[src/sv/isort_pkg.sv]
package isort_pkg;

  localparam int MAX_ITEMS_DEFAULT = 32;

  typedef struct packed {
    logic signed [31:0] value;
    logic               last;
  } item_t;

  typedef struct packed {
    logic signed [31:0] value_res;
    logic               last_res;
    logic               dropped;
  } result_t;

  // Per-cycle command broadcast along the cell chain.
  typedef struct packed {
    logic insert;      // compare key, shift larger entries up, drop key in gap
    logic shift_down;  // drain: every cell takes its upper neighbor
  } cell_cmd_t;

  typedef enum logic {
    ST_LOAD,
    ST_DRAIN
  } state_t;

endpackage

[src/sv/isort_cell.sv]
module isort_cell (
  input  logic                     clk,
  input  isort_pkg::cell_cmd_t     cmd,
  input  logic signed [31:0]       key,
  input  logic                     occupied,
  input  logic                     prev_occupied,
  input  logic                     prev_greater,
  input  logic signed [31:0]       prev_value,
  input  logic signed [31:0]       next_value,
  output logic signed [31:0]       value,
  output logic                     greater
);

  // Strictly greater only: equal entries stay below the new key.
  assign greater = occupied && (value > key);

  always_ff @(posedge clk) begin
    if (cmd.insert) begin
      if (prev_greater) begin
        value <= prev_value;
      end else if (greater || (!occupied && prev_occupied)) begin
        value <= key;
      end
    end else if (cmd.shift_down) begin
      value <= next_value;
    end
  end

endmodule

[src/sv/isort_ctrl.sv]
module isort_ctrl #(
  parameter int MAX_ITEMS = isort_pkg::MAX_ITEMS_DEFAULT,
  localparam int CW = $clog2(MAX_ITEMS + 1)
) (
  input  logic                 clk,
  input  logic                 rst,
  input  logic                 item_valid,
  input  logic                 item_last,
  input  logic                 res_ready,
  output logic                 item_ready,
  output logic                 res_valid,
  output logic                 res_last,
  output logic                 overflow,
  output logic [CW-1:0]        count,
  output isort_pkg::cell_cmd_t cmd
);

  isort_pkg::state_t state;
  isort_pkg::state_t state_next;
  logic [CW-1:0]     count_next;
  logic              overflow_next;
  logic              accept;
  logic              full;
  logic              one_left;

  assign full     = (count == CW'(MAX_ITEMS));
  assign one_left = (count == CW'(1));

  // outputs
  always_comb begin
    item_ready = 1'b0;
    res_valid  = 1'b0;
    case (state)
      isort_pkg::ST_LOAD:  item_ready = 1'b1;
      isort_pkg::ST_DRAIN: res_valid  = 1'b1;
      default: ;
    endcase
  end

  assign accept         = item_valid && item_ready;
  assign res_last       = one_left;
  assign cmd.insert     = accept && !full;
  assign cmd.shift_down = res_valid && res_ready;

  // next state
  always_comb begin
    state_next = state;
    case (state)
      isort_pkg::ST_LOAD: begin
        if (accept && item_last) state_next = isort_pkg::ST_DRAIN;
      end
      isort_pkg::ST_DRAIN: begin
        if (cmd.shift_down && one_left) state_next = isort_pkg::ST_LOAD;
      end
      default: state_next = isort_pkg::ST_LOAD;
    endcase
  end

  always_comb begin
    count_next    = count;
    overflow_next = overflow;
    if (cmd.insert) begin
      count_next = count + CW'(1);
    end else if (cmd.shift_down) begin
      count_next = count - CW'(1);
    end
    if (accept && full) begin
      overflow_next = 1'b1;
    end else if (cmd.shift_down && one_left) begin
      overflow_next = 1'b0;
    end
  end

  always_ff @(posedge clk) begin
    if (rst) begin
      state    <= isort_pkg::ST_LOAD;
      count    <= '0;
      overflow <= 1'b0;
    end else begin
      state    <= state_next;
      count    <= count_next;
      overflow <= overflow_next;
    end
  end

endmodule

[src/sv/insertion_sorter_top.sv]
// Insertion sorter built as a chain of compare-and-shift cells.
//
// Input channel (item_valid / item_ready / item): one signed 32-bit value per
// beat, item.last closing the set. While loading, a beat is taken every
// cycle; each cell compares its entry against the broadcast key and either
// keeps it, takes its lower neighbor's entry, or takes the key, so one value
// is inserted per cycle.
// Output channel (res_valid / res_ready / res): once the last beat is in,
// the set drains from the bottom cell in ascending signed order, one beat
// per cycle while res_ready is high, with res.last_res on the largest
// value. Ties leave in arrival order. res.dropped is set on every beat of
// a set that offered more than MAX_ITEMS values; the extras are discarded.
// Latency: the first result appears the cycle after the last input beat.
// No input is taken while draining; the next set is loaded only once the
// last result of the current set has left.
// A stall on res_ready simply holds the chain; nothing is lost.
// Reset (rst, synchronous) empties the set and clears the drop flag; cell
// contents are not reset and are never read before being written.
module insertion_sorter_top #(
  parameter int MAX_ITEMS = isort_pkg::MAX_ITEMS_DEFAULT
) (
  input  logic               clk,
  input  logic               rst,
  input  logic               item_valid,
  output logic               item_ready,
  input  isort_pkg::item_t   item,
  output logic               res_valid,
  input  logic               res_ready,
  output isort_pkg::result_t res
);

  localparam int CW = $clog2(MAX_ITEMS + 1);

  isort_pkg::cell_cmd_t cmd;
  logic [CW-1:0]        count;
  logic                 overflow;
  logic                 res_last;

  // cell chain taps
  logic signed [31:0] cell_value [MAX_ITEMS];
  logic               cell_greater [MAX_ITEMS];
  logic               cell_occupied [MAX_ITEMS];

  isort_ctrl #(
    .MAX_ITEMS (MAX_ITEMS)
  ) u_ctrl (
    .clk        (clk),
    .rst        (rst),
    .item_valid (item_valid),
    .item_last  (item.last),
    .res_ready  (res_ready),
    .item_ready (item_ready),
    .res_valid  (res_valid),
    .res_last   (res_last),
    .overflow   (overflow),
    .count      (count),
    .cmd        (cmd)
  );

  genvar i;
  generate
    for (i = 0; i < MAX_ITEMS; i++) begin : g_cell
      logic               prev_occupied;
      logic               prev_greater;
      logic signed [31:0] prev_value;
      logic signed [31:0] next_value;

      // Occupied cells always form a prefix of the chain.
      assign cell_occupied[i] = (CW'(i) < count);

      if (i == 0) begin : g_bottom
        assign prev_occupied = 1'b1;
        assign prev_greater  = 1'b0;
        assign prev_value    = item.value;
      end else begin : g_mid
        assign prev_occupied = cell_occupied[i-1];
        assign prev_greater  = cell_greater[i-1];
        assign prev_value    = cell_value[i-1];
      end

      if (i == MAX_ITEMS - 1) begin : g_top
        assign next_value = '0;
      end else begin : g_below
        assign next_value = cell_value[i+1];
      end

      isort_cell u_cell (
        .clk           (clk),
        .cmd           (cmd),
        .key           (item.value),
        .occupied      (cell_occupied[i]),
        .prev_occupied (prev_occupied),
        .prev_greater  (prev_greater),
        .prev_value    (prev_value),
        .next_value    (next_value),
        .value         (cell_value[i]),
        .greater       (cell_greater[i])
      );
    end
  endgenerate

  // Bottom cell is always the smallest remaining entry.
  assign res.value_res = cell_value[0];
  assign res.last_res  = res_last;
  assign res.dropped   = overflow;

endmodule

[config.mk]
export PLATFORM = sky130hd
export DESIGN_NAME = insertion_sorter_top
export DESIGN_NICKNAME = d
export VERILOG_FILES = /design/src/sv/isort_pkg.sv /design/src/sv/isort_cell.sv /design/src/sv/isort_ctrl.sv /design/src/sv/insertion_sorter_top.sv
export SDC_FILE = /design/constraint.sdc
export NUM_CORES = 2
export LEC_CHECK = 0
export BUFFER_PORTS_ARGS = -buffer_cell sky130_fd_sc_hd__buf_2
export CORE_MARGIN = 3
export CORE_UTILIZATION = 60
export CTS_BUF_LIST = sky130_fd_sc_hd__clkbuf_8
export DETAILED_ROUTE_END_ITERATION = 10
export GPL_TIMING_DRIVEN = 0
export PLACE_DENSITY = 0.76
export SLEW_MARGIN = 20
export SYNTH_ARGS = -nofsm -noshare
export SYNTH_HDL_FRONTEND = slang
export SYNTH_HIERARCHICAL = 1
export SYNTH_SLANG_ARGS = --single-unit
[constraint.sdc]
create_clock -name clk -period 7.3 [get_ports clk]
set_clock_uncertainty 0.2 [all_clocks]
set_input_delay 0 -clock clk [delete_from_list [all_inputs] [get_ports clk]]
set_output_delay 0 -clock clk [all_outputs]
set_load 0.03 [all_outputs]
==> results.toml <==
[run_status]
status = "complete, no violations"

[die]
initial_utilization_pct = 60.82
ioPinCount = 73
coreArea_mm2 = 0.1303
dieArea_mm2 = 0.1365
rows = 132
die_w_um = 369.5
fp.dieH_um = 369.5

[global_routing]
first_global_vias = 69650
grt_pass1_wl_mm = 377.6
antenna_found_initial = 9
grt_use_total_pct = 34.80
grt_start_max_net_pins = 66
gr-total-overflow = 0

[routing]
wire_per_inst_um = 22.56
ant_nets = 0
drtPass1Iterations = 6
routed_wl_mm = 244.0
drc_errors = 0
route.met2.wl_mm = 112.9
vias = 69270
initialDrtViolationCount = 7289
wl_met1_mm = 96.44
via_per_inst = 6.405
top_layer = "met5"
wl_met3_mm = 24.50

[clock_network]
clock-sinks = 1032
clk_pin_slew_ns = 0.06
ctsHtreeMaxLevel = 4
clk_latency_ns = 0.95
numCtsBuffers = 185
post_cts_buffers = 0
cts-root-buf = "clkbuf_8"
cts_tree = "done"
clockBufferDepth = 3

[timing]
maxSlewHeadroom_pct = 32.76
worst_slew_pin_slew_ns = 1.007
layout_min_cycle_time_ns = 4.850
drv_slew = 0
period_share_pct = 66.44
fin_ws_ns = 2.450
rsz0062_at_grt = "no"
finalSetupViolCount = 0
hold_viol = 0
fin_setup_tns_ns = 0
max_freq_ghz = 0.2062

[placed_design]
dp_hpwl_mm = 186.3
gp_congestion = 0.9175
io_buffers = 71
pre_cts_ws_ns = 2.634

[cells_and_area]
area_growth_pct = 11.19
layout.nets = 9978
drive_gt1_share_pct = 5.051

[critical_path]
r2r_slack_ns = 2.45
crit_top_cell = "nand2_1"
r2r-start = "u_ctrl/count[0]"
r2r_end = "g_cell[15].u_cell/value[6]"
worstPathCellList = "buf_2 -> nand2_1 -> o21ai_1 -> inv_1 -> a31oi_1 -> nand2_1 -> or3_1 -> nand2_1 -> clkbuf_1 -> buf_1 -> mux2i_1 -> a21oi_1"
startpoint_type = "register"
worstPathArrival_ns = 5.31
cpMaxStageDelayCell = "dfxtp_1"
crit_type = "reg -> reg"
crit_path_start = "u_ctrl/count[0]"
cp_max_fo = 10
cp.required_ns = 7.76
r2r_cells = 12
slowest_delay_ns = 0.66
cp-end-kind = "register"
cp-endpoint = "g_cell[15].u_cell/value[6]"

[synth]
syn-instance-count = 8507
yosys_warnings = 6
synth.avg_cell_area_um2 = 9.317
syn-cell-area_mm2 = 0.07926

[pwr]
power.leakage_nw = 35.91
powerDensity_mw_per_mm2 = 219.8
peakVddDrop_v = 0.0001973

[run]
drv_cap = 0

[worst_hold_path]
hold_path_class = "in -> reg"
==> power breakdown <==
part           total [mW]  leakage, nW  switching, mW  internal, mW
sequential           8.54         9.64          0.867          7.68
combinational        5.56         24.3           3.45          2.12
clock                5.27         1.95           2.63          2.64
==> area by class of cell <==
type                    instances  area [um^2]
clock inverters               154        864.6
plain buffers                 362         1395
multi-input cells            6014        43320
well taps                    1742         2180
diodes                          6        15.01
fillers                     10110        42180
clock buffers                 187         2574
repair buffers                188         2628
inverters                    1131         4248
flip-flops and latches       1032        30910
==> worst max-delay path: cells and delay by family, from the launching register on <==
kind,cells,cell delay [ns]
AOI/OAI and AO/OA,3,0.98
buffers and inverters,4,1.48
DFF,1,0.66
muxes,1,0.35
and+or+nand+nor,4,0.88
==> metal layers <==
metal / GRT usage [%] / vias to the layer above
li1: - / 31510
met1: 44.90 / 33260
met2: 56.61 / 3716
met3: 7.304 / 784
met4: 15.12 / 8
met5: 0 / -
==> repair_timing <==
action,CTS,global route
endpoints found under the setup margin,0,0
gates resized for setup,0,0
endpoints found under the hold margin,1152,0
hold buffers,52,0
==> state kept, by name (all words and copies together), names as in the netlist <==
signal and count:
u_ctrl/overflow 1, u_ctrl/count 6, g_cell.u_cell/value 1024, u_ctrl/state 1
==> cell usage in the layout, fill, tap and decap left out, types with 33 or more instances in the layout <==
master / n
inv_1: 1178
clkbuf_8: 187
a211oi_1: 98
conb_1: 34
nand3_1: 100
a21oi_2: 33
o211ai_1: 96
nand4_1: 256
buf_16: 50
dlygate4sd3_1: 52
mux2i_1: 1024
nor3_1: 37
edfxtp_1: 1024
buf_2: 41
nor2b_1: 34
ha_1: 1027
a21oi_1: 1414
clkinv_1: 59
nand2_1: 272
buf_1: 97
o21ai_0: 98
a31oi_4: 33
buf_4: 37
clkbuf_1: 256
nor2_1: 1190
==> how the worst min path moves through the flow <==
stage                     from                           to  slack (ns)  depth (start not counted)
floorplan           item_valid                 u_ctrl/state       0.007                          2
global placement       item[0]                 u_ctrl/state        0.16                          3
detailed placement     item[0]                 u_ctrl/state        0.15                          3
CTS                   item[10]   g_cell[26].u_cell/value[9]       0.003                          4
global route          item[13]  g_cell[26].u_cell/value[12]        0.05                          4
finish                item[29]   g_cell[0].u_cell/value[28]        0.09                          4
==> per-stage QoR <==
step / hold WS [ns] / instances / util (%) / cell area (um^2) / total power, mW
after floorplan: 0.006998 / 8539 / - / 79380 / 11.91
after global routing: 0.05330 / 10820 / 67.63 / 88130 / 20.30
final: 0.08695 / 10820 / 67.63 / 88130 / 19.37
after detailed placement: 0.1530 / 10420 / 64.58 / 84160 / 13.99
after global placement: 0.1592 / 10350 / 62.86 / 81910 / 13.52
after CTS: 0.002641 / 10810 / 67.62 / 88120 / 19.28
Power figures use the tool's default switching activity.
